`config.mk`:
```
export PLATFORM = sky130hd
export DESIGN_NAME = gaussian_quaternion_generator_top_flat
export DESIGN_NICKNAME = d
export VERILOG_FILES = /design/src/gqg_pkg.sv /design/src/gqg_if.sv /design/src/gqg_datapath.sv /design/src/gqg_ctrl.sv /design/src/gaussian_quaternion_generator_top.sv /design/src/flat_wrapper.sv
export SDC_FILE = /design/constraint.sdc
export NUM_CORES = 2
export LEC_CHECK = 0
export ABC_AREA = 1
export BUFFER_PORTS_ARGS = -buffer_cell sky130_fd_sc_hd__buf_2
export CAP_MARGIN = 0
export CORE_MARGIN = 2
export CORE_UTILIZATION = 35
export DETAILED_ROUTE_END_ITERATION = 7
export PLACE_DENSITY = 0.58
export SLEW_MARGIN = 20
export SYNTH_ARGS = -nofsm -noshare
export SYNTH_HDL_FRONTEND = slang
export SYNTH_SLANG_ARGS = --single-unit
```
`constraint.sdc`:
```
create_clock -name clk -period 18.5 [get_ports clk]
set_input_delay 2.775 -clock clk [delete_from_list [all_inputs] [get_ports clk]]
set_output_delay 2.775 -clock clk [all_outputs]
set_load 0.01 [all_outputs]
```
`src/gqg_pkg.sv`:
```
// Package of the Gaussian quaternion generator: constants, datapath command
// and status types, controller state type and the series divisor tables.
// No dependencies.
package gqg_pkg;

    localparam int OUT_WIDTH_DEF = 16;
    localparam int FRAC_BITS_DEF = 12;

    localparam int SEED_W = 31;
    localparam logic [SEED_W-1:0] MODULUS = 31'h7FFF_FFFF;
    localparam logic [14:0] LCG_MULT = 15'd16807;
    localparam logic [32:0] TWO_LN2 = 33'd5954088944;
    localparam logic [32:0] HALF_PI = 33'd6746518852;

    localparam int MUL_A_W = 40;
    localparam int MUL_AH = 20;
    localparam int MUL_B_W = 34;
    localparam int PP_W = MUL_AH + MUL_B_W;
    localparam int PROD_W = 74;

    localparam int DIV_W = 34;
    localparam int DIVISOR_W = 9;
    localparam int RCP_W = 40;
    localparam int SUM_W = 36;

    localparam int LOG_ITERS = 32;
    localparam int SQRT_ITERS = 32;
    localparam int SERIES_TERMS = 8;
    localparam int CNT_W = 6;
    localparam int TERM_W = 3;

    localparam logic [DIVISOR_W-1:0] SIN_DIV [SERIES_TERMS] =
        '{9'd6, 9'd20, 9'd42, 9'd72, 9'd110, 9'd156, 9'd210, 9'd272};
    localparam logic [DIVISOR_W-1:0] COS_DIV [SERIES_TERMS] =
        '{9'd2, 9'd12, 9'd30, 9'd56, 9'd90, 9'd132, 9'd182, 9'd240};

    localparam logic [RCP_W-1:0] SIN_RCP [SERIES_TERMS] = '{
        RCP_W'((64'd1 << RCP_W) / 64'd6),   RCP_W'((64'd1 << RCP_W) / 64'd20),
        RCP_W'((64'd1 << RCP_W) / 64'd42),  RCP_W'((64'd1 << RCP_W) / 64'd72),
        RCP_W'((64'd1 << RCP_W) / 64'd110), RCP_W'((64'd1 << RCP_W) / 64'd156),
        RCP_W'((64'd1 << RCP_W) / 64'd210), RCP_W'((64'd1 << RCP_W) / 64'd272)};
    localparam logic [RCP_W-1:0] COS_RCP [SERIES_TERMS] = '{
        RCP_W'((64'd1 << RCP_W) / 64'd2),   RCP_W'((64'd1 << RCP_W) / 64'd12),
        RCP_W'((64'd1 << RCP_W) / 64'd30),  RCP_W'((64'd1 << RCP_W) / 64'd56),
        RCP_W'((64'd1 << RCP_W) / 64'd90),  RCP_W'((64'd1 << RCP_W) / 64'd132),
        RCP_W'((64'd1 << RCP_W) / 64'd182), RCP_W'((64'd1 << RCP_W) / 64'd240)};

    typedef enum logic [3:0] {
        MS_LCG, MS_SQR, MS_LN, MS_TH, MS_X2, MS_TS, MS_TC, MS_OC, MS_OS, MS_RCP
    } mul_sel_t;

    typedef enum logic [1:0] {
        MP_NONE, MP_LO, MP_HI
    } mul_ph_t;

    typedef enum logic [3:0] {
        OP_NONE, OP_LCG_RED, OP_LOG_INIT, OP_LOG_NORM, OP_LOG_SQ, OP_LOG_L,
        OP_SQRT_INIT, OP_SQRT_STEP, OP_TH_SET, OP_X2_SET, OP_DIV_INIT,
        OP_DIV_STEP, OP_TS_SET, OP_TC_SET, OP_TRIG, OP_OUT_SET
    } dp_op_t;

    typedef struct packed {
        dp_op_t             op;
        mul_sel_t           mul_sel;
        mul_ph_t            mul_ph;
        logic               cos_sel;
        logic [TERM_W-1:0]  term;
        logic [1:0]         slot;
        logic               out_load;
    } gqg_cmd_t;

    typedef struct packed {
        logic norm_done;
    } gqg_status_t;

    typedef enum logic [5:0] {
        S_IDLE,
        S_RL_LO, S_RL_HI, S_RL_RED,
        S_LOG_INIT, S_LOG_NORM,
        S_SQ_LO, S_SQ_HI, S_SQ_UPD,
        S_LOG_L, S_LN_LO, S_LN_HI,
        S_SQRT_INIT, S_SQRT_STEP,
        S_AL_LO, S_AL_HI, S_AL_RED,
        S_TH_LO, S_TH_HI, S_TH_SET,
        S_X2_LO, S_X2_HI, S_X2_SET,
        S_TS_LO, S_TS_HI, S_TS_DIVI, S_TS_DIV, S_TS_SET,
        S_TC_LO, S_TC_HI, S_TC_DIVI, S_TC_DIV, S_TC_SET,
        S_TRIG,
        S_OC_LO, S_OC_HI, S_OC_SET,
        S_OS_LO, S_OS_HI, S_OS_SET,
        S_DONE
    } fsm_state_t;

    function automatic logic [DIVISOR_W-1:0] series_divisor(
        input logic [TERM_W-1:0] term,
        input logic              cos_sel
    );
        return cos_sel ? COS_DIV[term] : SIN_DIV[term];
    endfunction

    function automatic logic [RCP_W-1:0] series_recip(
        input logic [TERM_W-1:0] term,
        input logic              cos_sel
    );
        return cos_sel ? COS_RCP[term] : SIN_RCP[term];
    endfunction

endpackage

```
`src/gqg_if.sv`:
```
// Channel interfaces of the Gaussian quaternion generator: request,
// seed write and quaternion result. Depends on gqg_pkg.
interface gqg_req_if;
    logic valid;
    logic ready;
    logic request;
    modport source (output valid, output request, input ready);
    modport sink (input valid, input request, output ready);
endinterface

interface gqg_cfg_if;
    logic                       valid;
    logic                       ready;
    logic [gqg_pkg::SEED_W-1:0] seed_value;
    modport source (output valid, output seed_value, input ready);
    modport sink (input valid, input seed_value, output ready);
endinterface

interface gqg_quat_if #(
    parameter int OUT_WIDTH = gqg_pkg::OUT_WIDTH_DEF
);
    logic                        valid;
    logic                        ready;
    logic signed [OUT_WIDTH-1:0] comp_w;
    logic signed [OUT_WIDTH-1:0] comp_x;
    logic signed [OUT_WIDTH-1:0] comp_y;
    logic signed [OUT_WIDTH-1:0] comp_z;
    modport source (output valid, output comp_w, output comp_x, output comp_y,
                    output comp_z, input ready);
    modport sink (input valid, input comp_w, input comp_x, input comp_y,
                  input comp_z, output ready);
endinterface

```
`src/gqg_datapath.sv`:
```
// Datapath of the Gaussian quaternion generator: generator state, shared
// split multiplier, log, square root, series divider and output stage.
// Depends on gqg_pkg; driven by gqg_ctrl commands.
module gqg_datapath #(
    parameter int OUT_WIDTH = gqg_pkg::OUT_WIDTH_DEF,
    parameter int FRAC_BITS = gqg_pkg::FRAC_BITS_DEF
) (
    input  logic                           clk,
    input  logic                           rst_n,
    input  gqg_pkg::gqg_cmd_t              cmd,
    output gqg_pkg::gqg_status_t           status,
    input  logic                           seed_we,
    input  logic [gqg_pkg::SEED_W-1:0]     seed_data,
    output logic signed [OUT_WIDTH-1:0]    comp_w,
    output logic signed [OUT_WIDTH-1:0]    comp_x,
    output logic signed [OUT_WIDTH-1:0]    comp_y,
    output logic signed [OUT_WIDTH-1:0]    comp_z
);
    import gqg_pkg::*;

    localparam int SH = 61 - FRAC_BITS;

    logic [SEED_W-1:0]          state_reg, state_next;
    logic [PROD_W-1:0]          prod_reg, prod_next;
    logic [30:0]                m_reg, m_next;
    logic [4:0]                 e_reg, e_next;
    logic [31:0]                frac_reg, frac_next;
    logic [36:0]                l_reg, l_next;
    logic [63:0]                sq_v_reg, sq_v_next;
    logic [63:0]                sq_res_reg, sq_res_next;
    logic [63:0]                sq_bit_reg, sq_bit_next;
    logic [32:0]                th_reg, th_next;
    logic [DIV_W-1:0]           x2_reg, x2_next;
    logic [DIV_W-1:0]           ts_reg, ts_next;
    logic [DIV_W-1:0]           tc_reg, tc_next;
    logic signed [SUM_W-1:0]    ss_reg, ss_next;
    logic signed [SUM_W-1:0]    cs_reg, cs_next;
    logic [DIV_W-1:0]           div_q_reg, div_q_next;
    logic [DIVISOR_W-1:0]       div_d_reg, div_d_next;
    logic [RCP_W-1:0]           div_rcp_reg, div_rcp_next;
    logic                       co_neg_reg, co_neg_next;
    logic                       si_neg_reg, si_neg_next;
    logic [32:0]                co_mag_reg, co_mag_next;
    logic [32:0]                si_mag_reg, si_mag_next;
    logic [OUT_WIDTH-1:0]       res_reg [4];
    logic [OUT_WIDTH-1:0]       res_val;
    logic [OUT_WIDTH-1:0]       out_w_reg, out_x_reg, out_y_reg, out_z_reg;

    logic [MUL_A_W-1:0]         mul_a;
    logic [MUL_B_W-1:0]         mul_b;
    logic [PP_W-1:0]            pp;
    logic [31:0]                lcg_sum;
    logic [SEED_W-1:0]          lcg_red;
    logic [31:0]                m2;
    logic [63:0]                sq_t;
    logic [DIV_W-1:0]           q_est;
    logic [DIV_W+DIVISOR_W-1:0] q_mul;
    logic [DIV_W-1:0]           q_rem;
    logic signed [SUM_W-1:0]    div_ext;
    logic [32:0]                c_cl, s_cl;
    logic [PROD_W-1:0]          rnd, vq, lim;
    logic                       o_neg;

    function automatic logic [32:0] clamp_unit(input logic signed [SUM_W-1:0] v);
        logic [32:0] r;
        if (v < 0)
            r = '0;
        else if (v > SUM_W'(64'sh1_0000_0000))
            r = 33'h1_0000_0000;
        else
            r = v[32:0];
        return r;
    endfunction

    always_comb
    begin
        unique case (cmd.mul_sel)
            MS_LCG:
            begin
                mul_a = MUL_A_W'(state_reg);
                mul_b = MUL_B_W'(LCG_MULT);
            end
            MS_SQR:
            begin
                mul_a = MUL_A_W'(m_reg);
                mul_b = MUL_B_W'(m_reg);
            end
            MS_LN:
            begin
                mul_a = MUL_A_W'(l_reg);
                mul_b = MUL_B_W'(TWO_LN2);
            end
            MS_TH:
            begin
                mul_a = MUL_A_W'(state_reg[28:0]);
                mul_b = MUL_B_W'(HALF_PI);
            end
            MS_X2:
            begin
                mul_a = MUL_A_W'(th_reg);
                mul_b = MUL_B_W'(th_reg);
            end
            MS_TS:
            begin
                mul_a = MUL_A_W'(ts_reg);
                mul_b = x2_reg;
            end
            MS_TC:
            begin
                mul_a = MUL_A_W'(tc_reg);
                mul_b = x2_reg;
            end
            MS_OC:
            begin
                mul_a = MUL_A_W'(sq_res_reg[31:0]);
                mul_b = MUL_B_W'(co_mag_reg);
            end
            MS_OS:
            begin
                mul_a = MUL_A_W'(sq_res_reg[31:0]);
                mul_b = MUL_B_W'(si_mag_reg);
            end
            MS_RCP:
            begin
                mul_a = div_rcp_reg;
                mul_b = div_q_reg;
            end
            default:
            begin
                mul_a = '0;
                mul_b = '0;
            end
        endcase
    end

    assign pp = (cmd.mul_ph == MP_HI ? mul_a[MUL_A_W-1:MUL_AH] : mul_a[MUL_AH-1:0])
                * mul_b;

    assign lcg_sum = {1'b0, prod_reg[30:0]} + 32'(prod_reg[45:31]);
    assign lcg_red = (lcg_sum >= {1'b0, MODULUS}) ? 31'(lcg_sum - {1'b0, MODULUS})
                                                  : lcg_sum[30:0];
    assign m2 = prod_reg[61:30];
    assign sq_t = sq_res_reg + sq_bit_reg;
    assign q_est = prod_reg[PROD_W-1:RCP_W];
    assign q_mul = (DIV_W+DIVISOR_W)'(q_est) * (DIV_W+DIVISOR_W)'(div_d_reg);
    assign q_rem = div_q_reg - q_mul[DIV_W-1:0];
    assign div_ext = SUM_W'(div_q_reg);
    assign c_cl = clamp_unit(cs_reg);
    assign s_cl = clamp_unit(ss_reg);

    assign o_neg = cmd.slot[0] ? si_neg_reg : co_neg_reg;
    assign rnd = prod_reg + (PROD_W'(1) << (SH - 1));
    assign vq = rnd >> SH;
    assign lim = o_neg ? (PROD_W'(1) << (OUT_WIDTH - 1))
                       : ((PROD_W'(1) << (OUT_WIDTH - 1)) - PROD_W'(1));
    always_comb
    begin
        logic [OUT_WIDTH-1:0] mag;
        mag = (vq > lim) ? lim[OUT_WIDTH-1:0] : vq[OUT_WIDTH-1:0];
        res_val = o_neg ? (~mag + OUT_WIDTH'(1)) : mag;
    end

    always_comb
    begin
        state_next = state_reg;
        m_next = m_reg;
        e_next = e_reg;
        frac_next = frac_reg;
        l_next = l_reg;
        sq_v_next = sq_v_reg;
        sq_res_next = sq_res_reg;
        sq_bit_next = sq_bit_reg;
        th_next = th_reg;
        x2_next = x2_reg;
        ts_next = ts_reg;
        tc_next = tc_reg;
        ss_next = ss_reg;
        cs_next = cs_reg;
        div_q_next = div_q_reg;
        div_d_next = div_d_reg;
        div_rcp_next = div_rcp_reg;
        co_neg_next = co_neg_reg;
        si_neg_next = si_neg_reg;
        co_mag_next = co_mag_reg;
        si_mag_next = si_mag_reg;

        case (cmd.mul_ph)
            MP_LO:   prod_next = PROD_W'(pp);
            MP_HI:   prod_next = prod_reg + (PROD_W'(pp) << MUL_AH);
            default: prod_next = prod_reg;
        endcase

        unique case (cmd.op)
            OP_LCG_RED:
                state_next = lcg_red;
            OP_LOG_INIT:
            begin
                m_next = state_reg;
                e_next = 5'd30;
                frac_next = '0;
            end
            OP_LOG_NORM:
            begin
                if (!m_reg[30])
                begin
                    m_next = {m_reg[29:0], 1'b0};
                    e_next = e_reg - 5'd1;
                end
            end
            OP_LOG_SQ:
            begin
                frac_next = {frac_reg[30:0], m2[31]};
                m_next = m2[31] ? m2[31:1] : m2[30:0];
            end
            OP_LOG_L:
                l_next = {5'd31 - e_reg, 32'd0} - {5'd0, frac_reg};
            OP_SQRT_INIT:
            begin
                sq_v_next = {prod_reg[69:32], 26'd0};
                sq_res_next = '0;
                sq_bit_next = 64'h4000_0000_0000_0000;
            end
            OP_SQRT_STEP:
            begin
                if (sq_v_reg >= sq_t)
                begin
                    sq_v_next = sq_v_reg - sq_t;
                    sq_res_next = (sq_res_reg >> 1) + sq_bit_reg;
                end
                else
                begin
                    sq_res_next = sq_res_reg >> 1;
                end
                sq_bit_next = sq_bit_reg >> 2;
            end
            OP_TH_SET:
            begin
                th_next = prod_reg[61:29];
                ts_next = DIV_W'(prod_reg[61:29]);
                tc_next = DIV_W'(34'h1_0000_0000);
                ss_next = SUM_W'(prod_reg[61:29]);
                cs_next = SUM_W'(36'sh1_0000_0000);
            end
            OP_X2_SET:
                x2_next = prod_reg[65:32];
            OP_DIV_INIT:
            begin
                div_q_next = prod_reg[65:32];
                div_d_next = series_divisor(cmd.term, cmd.cos_sel);
                div_rcp_next = series_recip(cmd.term, cmd.cos_sel);
            end
            OP_DIV_STEP:
            begin
                if (q_rem >= DIV_W'(div_d_reg))
                    div_q_next = q_est + DIV_W'(1);
                else
                    div_q_next = q_est;
            end
            OP_TS_SET:
            begin
                ts_next = div_q_reg;
                ss_next = cmd.term[0] ? ss_reg + div_ext : ss_reg - div_ext;
            end
            OP_TC_SET:
            begin
                tc_next = div_q_reg;
                cs_next = cmd.term[0] ? cs_reg + div_ext : cs_reg - div_ext;
            end
            OP_TRIG:
            begin
                unique case (state_reg[30:29])
                    2'd0:
                    begin
                        co_neg_next = 1'b0; co_mag_next = c_cl;
                        si_neg_next = 1'b0; si_mag_next = s_cl;
                    end
                    2'd1:
                    begin
                        co_neg_next = 1'b1; co_mag_next = s_cl;
                        si_neg_next = 1'b0; si_mag_next = c_cl;
                    end
                    2'd2:
                    begin
                        co_neg_next = 1'b1; co_mag_next = c_cl;
                        si_neg_next = 1'b1; si_mag_next = s_cl;
                    end
                    2'd3:
                    begin
                        co_neg_next = 1'b0; co_mag_next = s_cl;
                        si_neg_next = 1'b1; si_mag_next = c_cl;
                    end
                endcase
            end
            default:
            begin
            end
        endcase

        if (seed_we && seed_data != '0 && seed_data != MODULUS)
            state_next = seed_data;
    end

    always_ff @(posedge clk or negedge rst_n)
    begin
        if (!rst_n)
            state_reg <= SEED_W'(1);
        else
            state_reg <= state_next;
    end

    always_ff @(posedge clk)
    begin
        prod_reg <= prod_next;
        m_reg <= m_next;
        e_reg <= e_next;
        frac_reg <= frac_next;
        l_reg <= l_next;
        sq_v_reg <= sq_v_next;
        sq_res_reg <= sq_res_next;
        sq_bit_reg <= sq_bit_next;
        th_reg <= th_next;
        x2_reg <= x2_next;
        ts_reg <= ts_next;
        tc_reg <= tc_next;
        ss_reg <= ss_next;
        cs_reg <= cs_next;
        div_q_reg <= div_q_next;
        div_d_reg <= div_d_next;
        div_rcp_reg <= div_rcp_next;
        co_neg_reg <= co_neg_next;
        si_neg_reg <= si_neg_next;
        co_mag_reg <= co_mag_next;
        si_mag_reg <= si_mag_next;
        if (cmd.op == OP_OUT_SET)
            res_reg[cmd.slot] <= res_val;
        if (cmd.out_load)
        begin
            out_w_reg <= res_reg[0];
            out_x_reg <= res_reg[1];
            out_y_reg <= res_reg[2];
            out_z_reg <= res_reg[3];
        end
    end

    assign status.norm_done = m_reg[30];
    assign comp_w = out_w_reg;
    assign comp_x = out_x_reg;
    assign comp_y = out_y_reg;
    assign comp_z = out_z_reg;

endmodule

```
`src/gqg_ctrl.sv`:
```
// Controller of the Gaussian quaternion generator: sequences generator
// steps, log, square root, series and output stage, and runs the handshakes.
// Depends on gqg_pkg.
module gqg_ctrl (
    input  logic                  clk,
    input  logic                  rst_n,
    input  logic                  in_valid,
    input  logic                  in_request,
    output logic                  in_ready,
    output logic                  out_valid,
    input  logic                  out_ready,
    output gqg_pkg::gqg_cmd_t     cmd,
    input  gqg_pkg::gqg_status_t  status
);
    import gqg_pkg::*;

    fsm_state_t         state_reg, state_next;
    logic [CNT_W-1:0]   cnt_reg, cnt_next;
    logic [TERM_W-1:0]  term_reg, term_next;
    logic               pair_reg, pair_next;
    logic               out_valid_reg, out_valid_next;

    always_ff @(posedge clk or negedge rst_n)
    begin
        if (!rst_n)
        begin
            state_reg <= S_IDLE;
            cnt_reg <= '0;
            term_reg <= '0;
            pair_reg <= 1'b0;
            out_valid_reg <= 1'b0;
        end
        else
        begin
            state_reg <= state_next;
            cnt_reg <= cnt_next;
            term_reg <= term_next;
            pair_reg <= pair_next;
            out_valid_reg <= out_valid_next;
        end
    end

    always_comb
    begin
        state_next = state_reg;
        cnt_next = cnt_reg;
        term_next = term_reg;
        pair_next = pair_reg;
        in_ready = 1'b0;
        cmd.op = OP_NONE;
        cmd.mul_sel = MS_LCG;
        cmd.mul_ph = MP_NONE;
        cmd.cos_sel = 1'b0;
        cmd.term = term_reg;
        cmd.slot = {pair_reg, 1'b0};
        cmd.out_load = 1'b0;

        unique case (state_reg)
            S_IDLE:
            begin
                in_ready = 1'b1;
                if (in_valid && in_request)
                begin
                    pair_next = 1'b0;
                    state_next = S_RL_LO;
                end
            end
            S_RL_LO:
            begin
                cmd.mul_ph = MP_LO;
                state_next = S_RL_HI;
            end
            S_RL_HI:
            begin
                cmd.mul_ph = MP_HI;
                state_next = S_RL_RED;
            end
            S_RL_RED:
            begin
                cmd.op = OP_LCG_RED;
                state_next = S_LOG_INIT;
            end
            S_LOG_INIT:
            begin
                cmd.op = OP_LOG_INIT;
                state_next = S_LOG_NORM;
            end
            S_LOG_NORM:
            begin
                cmd.op = OP_LOG_NORM;
                if (status.norm_done)
                begin
                    cnt_next = '0;
                    state_next = S_SQ_LO;
                end
            end
            S_SQ_LO:
            begin
                cmd.mul_sel = MS_SQR;
                cmd.mul_ph = MP_LO;
                state_next = S_SQ_HI;
            end
            S_SQ_HI:
            begin
                cmd.mul_sel = MS_SQR;
                cmd.mul_ph = MP_HI;
                state_next = S_SQ_UPD;
            end
            S_SQ_UPD:
            begin
                cmd.op = OP_LOG_SQ;
                cnt_next = cnt_reg + CNT_W'(1);
                state_next = (cnt_reg == CNT_W'(LOG_ITERS - 1)) ? S_LOG_L : S_SQ_LO;
            end
            S_LOG_L:
            begin
                cmd.op = OP_LOG_L;
                state_next = S_LN_LO;
            end
            S_LN_LO:
            begin
                cmd.mul_sel = MS_LN;
                cmd.mul_ph = MP_LO;
                state_next = S_LN_HI;
            end
            S_LN_HI:
            begin
                cmd.mul_sel = MS_LN;
                cmd.mul_ph = MP_HI;
                state_next = S_SQRT_INIT;
            end
            S_SQRT_INIT:
            begin
                cmd.op = OP_SQRT_INIT;
                cnt_next = '0;
                state_next = S_SQRT_STEP;
            end
            S_SQRT_STEP:
            begin
                cmd.op = OP_SQRT_STEP;
                cnt_next = cnt_reg + CNT_W'(1);
                if (cnt_reg == CNT_W'(SQRT_ITERS - 1))
                    state_next = S_AL_LO;
            end
            S_AL_LO:
            begin
                cmd.mul_ph = MP_LO;
                state_next = S_AL_HI;
            end
            S_AL_HI:
            begin
                cmd.mul_ph = MP_HI;
                state_next = S_AL_RED;
            end
            S_AL_RED:
            begin
                cmd.op = OP_LCG_RED;
                state_next = S_TH_LO;
            end
            S_TH_LO:
            begin
                cmd.mul_sel = MS_TH;
                cmd.mul_ph = MP_LO;
                state_next = S_TH_HI;
            end
            S_TH_HI:
            begin
                cmd.mul_sel = MS_TH;
                cmd.mul_ph = MP_HI;
                state_next = S_TH_SET;
            end
            S_TH_SET:
            begin
                cmd.op = OP_TH_SET;
                state_next = S_X2_LO;
            end
            S_X2_LO:
            begin
                cmd.mul_sel = MS_X2;
                cmd.mul_ph = MP_LO;
                state_next = S_X2_HI;
            end
            S_X2_HI:
            begin
                cmd.mul_sel = MS_X2;
                cmd.mul_ph = MP_HI;
                state_next = S_X2_SET;
            end
            S_X2_SET:
            begin
                cmd.op = OP_X2_SET;
                term_next = '0;
                state_next = S_TS_LO;
            end
            S_TS_LO:
            begin
                cmd.mul_sel = MS_TS;
                cmd.mul_ph = MP_LO;
                state_next = S_TS_HI;
            end
            S_TS_HI:
            begin
                cmd.mul_sel = MS_TS;
                cmd.mul_ph = MP_HI;
                state_next = S_TS_DIVI;
            end
            S_TS_DIVI:
            begin
                cmd.op = OP_DIV_INIT;
                cnt_next = '0;
                state_next = S_TS_DIV;
            end
            S_TS_DIV:
            begin
                cmd.mul_sel = MS_RCP;
                cnt_next = cnt_reg + CNT_W'(1);
                if (cnt_reg == '0)
                    cmd.mul_ph = MP_LO;
                else if (cnt_reg == CNT_W'(1))
                    cmd.mul_ph = MP_HI;
                else
                begin
                    cmd.op = OP_DIV_STEP;
                    state_next = S_TS_SET;
                end
            end
            S_TS_SET:
            begin
                cmd.op = OP_TS_SET;
                state_next = S_TC_LO;
            end
            S_TC_LO:
            begin
                cmd.mul_sel = MS_TC;
                cmd.mul_ph = MP_LO;
                state_next = S_TC_HI;
            end
            S_TC_HI:
            begin
                cmd.mul_sel = MS_TC;
                cmd.mul_ph = MP_HI;
                state_next = S_TC_DIVI;
            end
            S_TC_DIVI:
            begin
                cmd.op = OP_DIV_INIT;
                cmd.cos_sel = 1'b1;
                cnt_next = '0;
                state_next = S_TC_DIV;
            end
            S_TC_DIV:
            begin
                cmd.mul_sel = MS_RCP;
                cnt_next = cnt_reg + CNT_W'(1);
                if (cnt_reg == '0)
                    cmd.mul_ph = MP_LO;
                else if (cnt_reg == CNT_W'(1))
                    cmd.mul_ph = MP_HI;
                else
                begin
                    cmd.op = OP_DIV_STEP;
                    state_next = S_TC_SET;
                end
            end
            S_TC_SET:
            begin
                cmd.op = OP_TC_SET;
                term_next = term_reg + TERM_W'(1);
                state_next = (term_reg == TERM_W'(SERIES_TERMS - 1)) ? S_TRIG : S_TS_LO;
            end
            S_TRIG:
            begin
                cmd.op = OP_TRIG;
                state_next = S_OC_LO;
            end
            S_OC_LO:
            begin
                cmd.mul_sel = MS_OC;
                cmd.mul_ph = MP_LO;
                state_next = S_OC_HI;
            end
            S_OC_HI:
            begin
                cmd.mul_sel = MS_OC;
                cmd.mul_ph = MP_HI;
                state_next = S_OC_SET;
            end
            S_OC_SET:
            begin
                cmd.op = OP_OUT_SET;
                state_next = S_OS_LO;
            end
            S_OS_LO:
            begin
                cmd.mul_sel = MS_OS;
                cmd.mul_ph = MP_LO;
                state_next = S_OS_HI;
            end
            S_OS_HI:
            begin
                cmd.mul_sel = MS_OS;
                cmd.mul_ph = MP_HI;
                state_next = S_OS_SET;
            end
            S_OS_SET:
            begin
                cmd.op = OP_OUT_SET;
                cmd.slot = {pair_reg, 1'b1};
                pair_next = 1'b1;
                state_next = pair_reg ? S_DONE : S_RL_LO;
            end
            S_DONE:
            begin
                if (!out_valid_reg || out_ready)
                begin
                    cmd.out_load = 1'b1;
                    state_next = S_IDLE;
                end
            end
            default:
                state_next = S_IDLE;
        endcase
    end

    always_comb
    begin
        if (cmd.out_load)
            out_valid_next = 1'b1;
        else if (out_ready)
            out_valid_next = 1'b0;
        else
            out_valid_next = out_valid_reg;
    end

    assign out_valid = out_valid_reg;

endmodule

```
`src/gaussian_quaternion_generator_top.sv`:
```
// Top level of the Gaussian quaternion generator: controller and datapath
// joined by command and status, channel interfaces on the ports.
// Depends on gqg_pkg, gqg_if, gqg_ctrl and gqg_datapath.

// Each request word with request set steps the minimal standard generator
// four times and returns one word of four normal samples in signed fixed
// point (FRAC_BITS fraction bits, OUT_WIDTH total, saturated). The time
// from acceptance to result is set by the shared split multiplier: per
// sample pair the 32-step squaring loop of the logarithm, the 32-step
// square root and the eight-term sin/cos series with division by
// reciprocal multiplication; it varies with the normalizing shift of the
// generator value. A request word with request clear is taken and
// produces nothing. The block takes the next request while a result still
// waits on the output. A seed write of zero or of all ones is dropped.
module gaussian_quaternion_generator_top #(
    parameter int OUT_WIDTH = gqg_pkg::OUT_WIDTH_DEF,
    parameter int FRAC_BITS = gqg_pkg::FRAC_BITS_DEF
) (
    input  logic              clk,
    input  logic              rst_n,
    gqg_req_if.sink           req,
    gqg_cfg_if.sink           cfg,
    gqg_quat_if.source        quat
);
    import gqg_pkg::*;

    gqg_cmd_t     cmd;
    gqg_status_t  status;
    logic         in_ready;
    logic         out_valid;

    assign cfg.ready = 1'b1;
    assign req.ready = in_ready;
    assign quat.valid = out_valid;

    gqg_ctrl u_ctrl (
        .clk        (clk),
        .rst_n      (rst_n),
        .in_valid   (req.valid),
        .in_request (req.request),
        .in_ready   (in_ready),
        .out_valid  (out_valid),
        .out_ready  (quat.ready),
        .cmd        (cmd),
        .status     (status)
    );

    gqg_datapath #(
        .OUT_WIDTH (OUT_WIDTH),
        .FRAC_BITS (FRAC_BITS)
    ) u_datapath (
        .clk       (clk),
        .rst_n     (rst_n),
        .cmd       (cmd),
        .status    (status),
        .seed_we   (cfg.valid && cfg.ready),
        .seed_data (cfg.seed_value),
        .comp_w    (quat.comp_w),
        .comp_x    (quat.comp_x),
        .comp_y    (quat.comp_y),
        .comp_z    (quat.comp_z)
    );

    a_busy_after_request: assert property (@(posedge clk) disable iff (!rst_n)
        req.valid && in_ready && req.request |=> !in_ready)
        else $error("block still ready after a request was taken");

    a_empty_request_no_work: assert property (@(posedge clk) disable iff (!rst_n)
        req.valid && in_ready && !req.request |=> in_ready)
        else $error("empty request started work");

    a_result_from_load: assert property (@(posedge clk) disable iff (!rst_n)
        $rose(out_valid) |-> $past(cmd.out_load))
        else $error("result shown without an output load");

endmodule
```
`src/flat_wrapper.sv`:
```
// flat-port wrapper written by rule: the top's interface ports become plain ports
module gaussian_quaternion_generator_top_flat import gqg_pkg::*;
#(
    parameter int OUT_WIDTH = gqg_pkg::OUT_WIDTH_DEF,
    parameter int FRAC_BITS = gqg_pkg::FRAC_BITS_DEF
)
  (clk, rst_n, req_valid, req_request, req_ready, cfg_valid, cfg_seed_value, cfg_ready, quat_valid, quat_comp_w, quat_comp_x, quat_comp_y, quat_comp_z, quat_ready);
  gqg_req_if req_i ();
  gqg_cfg_if cfg_i ();
  gqg_quat_if #(.OUT_WIDTH(OUT_WIDTH)) quat_i ();
  input  logic clk;
  input  logic rst_n;
  input wire logic [$bits(req_i.valid)-1:0] req_valid;
  input wire logic [$bits(req_i.request)-1:0] req_request;
  output wire logic [$bits(req_i.ready)-1:0] req_ready;
  input wire logic [$bits(cfg_i.valid)-1:0] cfg_valid;
  input wire logic [$bits(cfg_i.seed_value)-1:0] cfg_seed_value;
  output wire logic [$bits(cfg_i.ready)-1:0] cfg_ready;
  output wire logic [$bits(quat_i.valid)-1:0] quat_valid;
  output wire logic [$bits(quat_i.comp_w)-1:0] quat_comp_w;
  output wire logic [$bits(quat_i.comp_x)-1:0] quat_comp_x;
  output wire logic [$bits(quat_i.comp_y)-1:0] quat_comp_y;
  output wire logic [$bits(quat_i.comp_z)-1:0] quat_comp_z;
  input wire logic [$bits(quat_i.ready)-1:0] quat_ready;
  assign req_i.valid = req_valid;
  assign req_i.request = req_request;
  assign req_ready = req_i.ready;
  assign cfg_i.valid = cfg_valid;
  assign cfg_i.seed_value = cfg_seed_value;
  assign cfg_ready = cfg_i.ready;
  assign quat_valid = quat_i.valid;
  assign quat_comp_w = quat_i.comp_w;
  assign quat_comp_x = quat_i.comp_x;
  assign quat_comp_y = quat_i.comp_y;
  assign quat_comp_z = quat_i.comp_z;
  assign quat_i.ready = quat_ready;
  gaussian_quaternion_generator_top #(.OUT_WIDTH(OUT_WIDTH), .FRAC_BITS(FRAC_BITS)) u_core (.clk(clk), .rst_n(rst_n), .req(req_i), .cfg(cfg_i), .quat(quat_i));
endmodule
```
Word level (Yosys, flattened, before mapping)
Memory sizes are Yosys's and may differ from the RTL's. A register that Yosys moved wholly into a read port is not among the register bits. Index checks and enable logic that the tools add are counted.

Output and inout port bits: 67. Logic and storage cells: 282. Register bits after elaboration: 777. RAM bits: 64. Memory bits (read-only): 784. Memories: 5. Input port bits: 37.

Multiplexer cells: 81. Bitwise logic cells: 2. Multiply operators: 2. Add/subtract/negate cells: 19. Reduce and logical (&&, ||, !) cells: 53. $lt $le $gt $ge: 9. Equality and inequality tests: 83.

Memories: (name not given) (depth 8, bits a word 40, read ports 1, clocked after memory_dff 0, wr ports 0, RTL line gqg_pkg.sv:105) `return cos_sel ? COS_RCP[term] : SIN_RCP[term];`; (name not given) (depth 8, bits a word 40, read ports 1, clocked after memory_dff 0, wr ports 0, RTL line gqg_pkg.sv:105); (name not given) (depth 8, bits a word 9, read ports 1, clocked after memory_dff 0, wr ports 0, RTL line gqg_pkg.sv:98) `return cos_sel ? COS_DIV[term] : SIN_DIV[term];`; (name not given) (depth 8, bits a word 9, read ports 1, clocked after memory_dff 0, wr ports 0, RTL line gqg_pkg.sv:98); u_core.u_datapath.res_reg (depth 4, bits a word 16, read ports 4, clocked after memory_dff 4, wr ports 1, RTL line gqg_datapath.sv:45) `logic [OUT_WIDTH-1:0] res_reg [4];`.

Operators with widths (count): case mux 64 bit (2 select lines) (3); case mux 40 bit (9 select lines) (1); case mux 34 bit (9 select lines) (1); case mux 6 bit (41 select lines) (1); case mux 34 bit (2 select lines) (3); 2-to-1 mux 40 bit (5); 2-to-1 mux 31 bit (5); case mux 74 bit (2 select lines) (1); case mux 36 bit (2 select lines) (2); 2-to-1 mux 33 bit (4); case mux 33 bit (2 select lines) (2); 2-to-1 mux 64 bit (2); == test 6 x 5 -> 1 bit (second input constant) (17); case mux 31 bit (3 select lines) (1); adder 74 x 49 -> 74 bit (second input constant) (1); adder 74 bit (1); adder 36 x 35 -> 36 bit (2); greater-than comparator 36 x 34 -> 1 bit (second input constant) (2); less-than comparator 36 x 1 -> 1 bit (second input constant) (2); 2-to-1 mux 36 bit (2); subtractor 36 x 35 -> 36 bit (2); 2-to-1 mux 6 bit (11); adder 63 x 64 -> 64 bit (1); adder 64 bit (1); 65 further kinds (176).

Depth between registers and ports, before layout
Word-level depth: 10. Gate-level depth with buffers: 64.

By module
A second synthesis with hierarchy kept.

Cell total of the unflattened synthesis: 11384. Area total of the unflattened synthesis: 90464.3 sq um.

Modules (own cells, without submodules): gqg_datapath (sequential area each 25490.7 sq um, instances 1, area an instance 88620.0 sq um, cells each 11076); gqg_ctrl (sequential area each 425.4 sq um, instances 1, area an instance 1833.0 sq um, cells each 306); gaussian_quaternion_generator_top (sequential area each 0.0 sq um, instances 1, area an instance 11.3 sq um, cells each 2).

Least setup slack after synthesis
OpenSTA, ideal clock, no wires.

Path type: register -> register. Start: register u_core.u_ctrl.state_reg[4]. End: register u_core.u_datapath.prod_reg[73], data pin. Slack: 7718 ps. Library setup time: 266 ps. Arrival: 10516 ps. Required time: 18234 ps. Buffers on the path: 6. Cell stages (with the launch flop): 61. Path through: dfrtp_1 > inv_2 > nor2_2 > buf_4 > nand3_1 > nand2_1 > inv_2 > buf_2 > buf_1 > o31ai_1 > nor4_1 > inv_1 > ha_1 > clkbuf_1 > buf_1 > o2111ai_1 > nand2_1 > inv_2 > [25 not listed] > o21ai_0 > xor2_1 > ha_1 > nand2_1 > nor2_1 > inv_1 > nor4_1 > nand3_1 > nand3_1 > a21o_1 > a21o_1 > nand2_1 > nand3_1 > nand2_1 > nand2_1 > nand2_1 > nand2_1 > nor2_1.

Cells in the longest elaborated chain, start to end: 10.

RTL lines: start, declared (RTL line gqg_ctrl.sv:17) `fsm_state_t state_reg, state_next;`; start signal, assigned (RTL line gqg_ctrl.sv:35) `state_reg <= state_next;`; == test 6 bit (tied with other cells) (RTL line gqg_ctrl.sv:58) `unique case (state_reg)`; OR reduction 2 bit (no line); case mux 4 bit (9 select lines) (RTL line gqg_ctrl.sv:58); == test 4 bit / == test 4 x 3 -> 1 bit (equally long branches) (RTL line gqg_datapath.sv:77) `unique case (cmd.mul_sel)`; OR reduction 2 bit (no line); case mux 40 bit (9 select lines) (RTL line gqg_datapath.sv:77); 2-to-1 mux 20 bit (RTL line gqg_datapath.sv:136) `assign pp = (cmd.mul_ph == MP_HI ? mul_a[MUL_A_W-1:MUL_AH] : mul_a[MUL_AH-1:0])`; multiplier 20 x 34 -> 54 bit (RTL line gqg_datapath.sv:137) `* mul_b;`; adder 74 bit (RTL line gqg_datapath.sv:189) `MP_HI: prod_next = prod_reg + (PROD_W'(pp) << MUL_AH);`; case mux 74 bit (2 select lines) * (RTL line gqg_datapath.sv:187) `case (cmd.mul_ph)`; end signal, assigned (RTL line gqg_datapath.sv:313) `prod_reg <= prod_next;`; end, declared (RTL line gqg_datapath.sv:24) `logic [PROD_W-1:0] prod_reg, prod_next;`.

Every way passes the cells marked *; elsewhere a longest branch is shown, timed or not. A chain may end at the register's enable or synchronous reset.

Final worst setup path
Same ends and word-level chain as after synthesis.

==> impl_metrics.tcl <==
set metrics [dict create \
    core_area_mm2 0.257 \
    final_util_pct 38.6 \
    grt.overflow.total 0 \
    synth-edff-count 823 \
    tns_ns 0 \
    row_count 186 \
    post_cts_buffers 0 \
    io_pins 104 \
    cp.required_ns 18.96 \
    grt_pass1_vias 79700 \
    worst_path_max_delay_cell "buf_4" \
    ys_types 70 \
    grt_max_degree 107 \
    netlist.area_leader.share_pct 27.4 \
    clkLatencyLatePin_ns 0.80 \
    max_clock_freq_mhz 70.7 \
    start_kind "flop" \
    cts_sinks 871 \
    pre_cts_ws_ns 4.75 \
    clockBufferDepth 3 \
    cts_resized 0 \
    cts_tree "yes" \
    top_layer_used "met5" \
    worst_slack_ns 4.35 \
    setup_violations 0 \
    grtUsageTotal_pct 28.3 \
    via_per_inst 5.38 \
    start_util_pct 35.2 \
    synthTopCellsByArea "edfxtp_1 27%, fa_1 17%, nand2_1 11%" \
    synth_seq_cells 871 \
    syn-cell-area_mm2 0.0903 \
    drtPass1Iterations 6 \
    cp_max_fo 53 \
    numPortBuffers 102 \
    drtAntennaViolNets 0 \
    syn_inst 11500 \
    tightest_slew_ns 1.22 \
    synth-seq-area-share_pct 28.7 \
    clk_pin_slew_ns 0.06 \
    route.met3.wl_um 30600 \
    wl_per_cell_um 25.1 \
    slew_headroom_pct 18.2 \
    status "complete, no violations" \
    via_count 80800 \
    die_y_um 512 \
    antenna_found_initial 22 \
    gp_congestion 1.05 \
    largest_reg_flops 74 \
    hold_buffers 0 \
    drt_wl_total_um 377000 \
    slew_violations 0 \
    wl_met1_um 155000 \
    drc 0 \
    maxCapViolCount 0 \
    rsz0062_at_grt "false" \
    die_w_um 512 \
    grt_pass1_wl_um 548000 \
    synth_ff_type "edfxtp_1" \
    slowest_delay_ns 0.62 \
    path_common_cell "nand2_1" \
    finClkSkew_ns 0.0737 \
    cts-root-buf "clkbuf_16" \
    ctsHtreeMaxLevel 3 \
    area_growth_pct 9.69 \
    yosysWarnings 0 \
    hold_viol 0 \
    finalCritPeriodShare_pct 76.5 \
    final.min_clock_period_ns 14.15 \
    syn_avg_cell_area_um2 7.87 \
    endpoint_kind "flop" \
    nNetsFinal 12900 \
    die-area_mm2 0.262 \
    synth.largest_area_cell "edfxtp_1" \
    crit_type "reg2reg" \
    final_layout_size_suffix_gt1_share_pct 5.42 \
    cts_made_buffers 109 \
    ys_async_sr_fraction_pct 5.51 \
    hold_path_class "reg2reg" \
    met2_wirelength_um 166000 \
    drtIter0Drc 7937 \
    synth_nets 12800 \
    place_hpwl_um 297000 \
    worst_ep_arrival_time_ns 14.61 \
]
[critical path: cells and delay by family (launching register included)]
family	cells	cell delay (ns)
AOI/OAI and AO/OA	6	1.59
buffers and inverters	12	2.15
adders and majority gates	10	5.04
and+or+nand+nor	25	4.16
DFF	1	0.41
xor gates and xnor gates	1	0.32
[Yosys cell counts, types with 29 or more instances]
library cell  count
nand2_1        2631
inv_1          2018
nor2_1         1181
edfxtp_1        823
fa_1            767
o21ai_0         691
a21oi_1         675
ha_1            562
nand3_1         347
xor2_1          265
clkbuf_1        249
nand4_1         173
nor3_1          124
xnor2_1         114
a31oi_1          86
nor4_1           79
buf_2            55
a21o_1           47
dfrtp_1          47
o211ai_1         43
a221oi_1         40
or2_2            40
o21a_1           38
inv_2            33
buf_1            29
[cell type report]
class,instances,area (um^2)
Clock buffer,139,2990
Antenna cell,15,37.5
Fill cell,26600,158000
Timing Repair Buffer,292,1940
Sequential cell,871,25900
Clock inverter,65,826
Tap cell,3384,4230
Inverter,2069,7770
Multi-Input combinational cell,8180,55400
[metal layers]
metal	up-vias	track usage, %
li1	37200	-
met1	39200	36.9
met2	3611	44.5
met3	793	4.95
met4	4	15.8
met5	-	0
[metrics by stage]
stage,cells,area (um^2),hold WS [ns]
after floorplan,11500,90300,0.400
after global placement,14800,95200,0.401
after detailed placement,14800,95200,0.405
after CTS,15000,99000,0.410
after global routing,15000,99000,0.420
final,15000,99100,0.413
[worst paths after layout]
path	end	depth (start not counted)	from	slack (ns)
max in group asynchronous	u_core.u_ctrl.cnt_reg[2]$_DFFE_PN0P_	2	rst_n	15.73
min reg2reg	quat_comp_z[10]$_DFFE_PP_	0	u_core.u_datapath.res_reg[3][10]$_DFFE_PP_	0.41
min in group asynchronous	u_core.u_datapath.state_reg[28]$_DFFE_PN0P_	2	rst_n	2.13
max reg2reg	u_core.u_datapath.prod_reg[73]$_SDFFCE_PP0P_	54	u_core.u_ctrl.state_reg[4]$_DFFE_PN0P_	4.35
min	quat_comp_z[10]$_DFFE_PP_	0	u_core.u_datapath.res_reg[3][10]$_DFFE_PP_	0.41
max	u_core.u_datapath.prod_reg[73]$_SDFFCE_PP0P_	54	u_core.u_ctrl.state_reg[4]$_DFFE_PN0P_	4.35
[kinds of logic after synthesis]
family,count (synthesis),synth area share [%]
adder cells (fa/ha/maj),1329,24.8
AND/OR/NAND/NOR,4653,21.1
buffers and inverters,2423,10.3
XOR/XNOR,379,3.68
other,1,0.00415
AO/OA/AOI/OAI,1818,11.4
flip-flops,871,28.7
[cells in the final DEF, fill, tap and decap left out, types with 15 or more instances in the layout]
cell / synthesis / layout
a211oi_1: 19 / 19
nand4_1: 173 / 173
fa_1: 767 / 767
o21a_1: 38 / 38
nand2_1: 2631 / 2622
a31oi_1: 86 / 86
o21bai_1: 22 / 22
inv_2: 33 / 36
nor2_1: 1181 / 1172
nor3_1: 124 / 115
ha_1: 562 / 560
inv_1: 2018 / 2013
clkinv_1: 18 / 32
o21ai_0: 691 / 690
or2_2: 40 / 40
nor4_2: 5 / 15
xnor2_1: 114 / 114
diode_2: 0 / 15
nand3_1: 347 / 346
a21oi_1: 675 / 675
a21boi_0: 16 / 16
o22ai_1: 20 / 20
nand3b_1: 20 / 20
clkbuf_1: 249 / 20
xor2_1: 265 / 265
buf_4: 8 / 190
a22o_1: 20 / 20
nor2_2: 12 / 17
o211ai_1: 43 / 43
o221ai_1: 21 / 21
nor4_1: 79 / 67
clkbuf_16: 0 / 113
buf_2: 55 / 102
a21o_1: 47 / 47
a221oi_1: 40 / 40
edfxtp_1: 823 / 823
dfrtp_1: 47 / 47
Power is left out: the tool's default activity adds up to more than one toggle a clock period on the data nets, which glitch-free logic cannot reach.
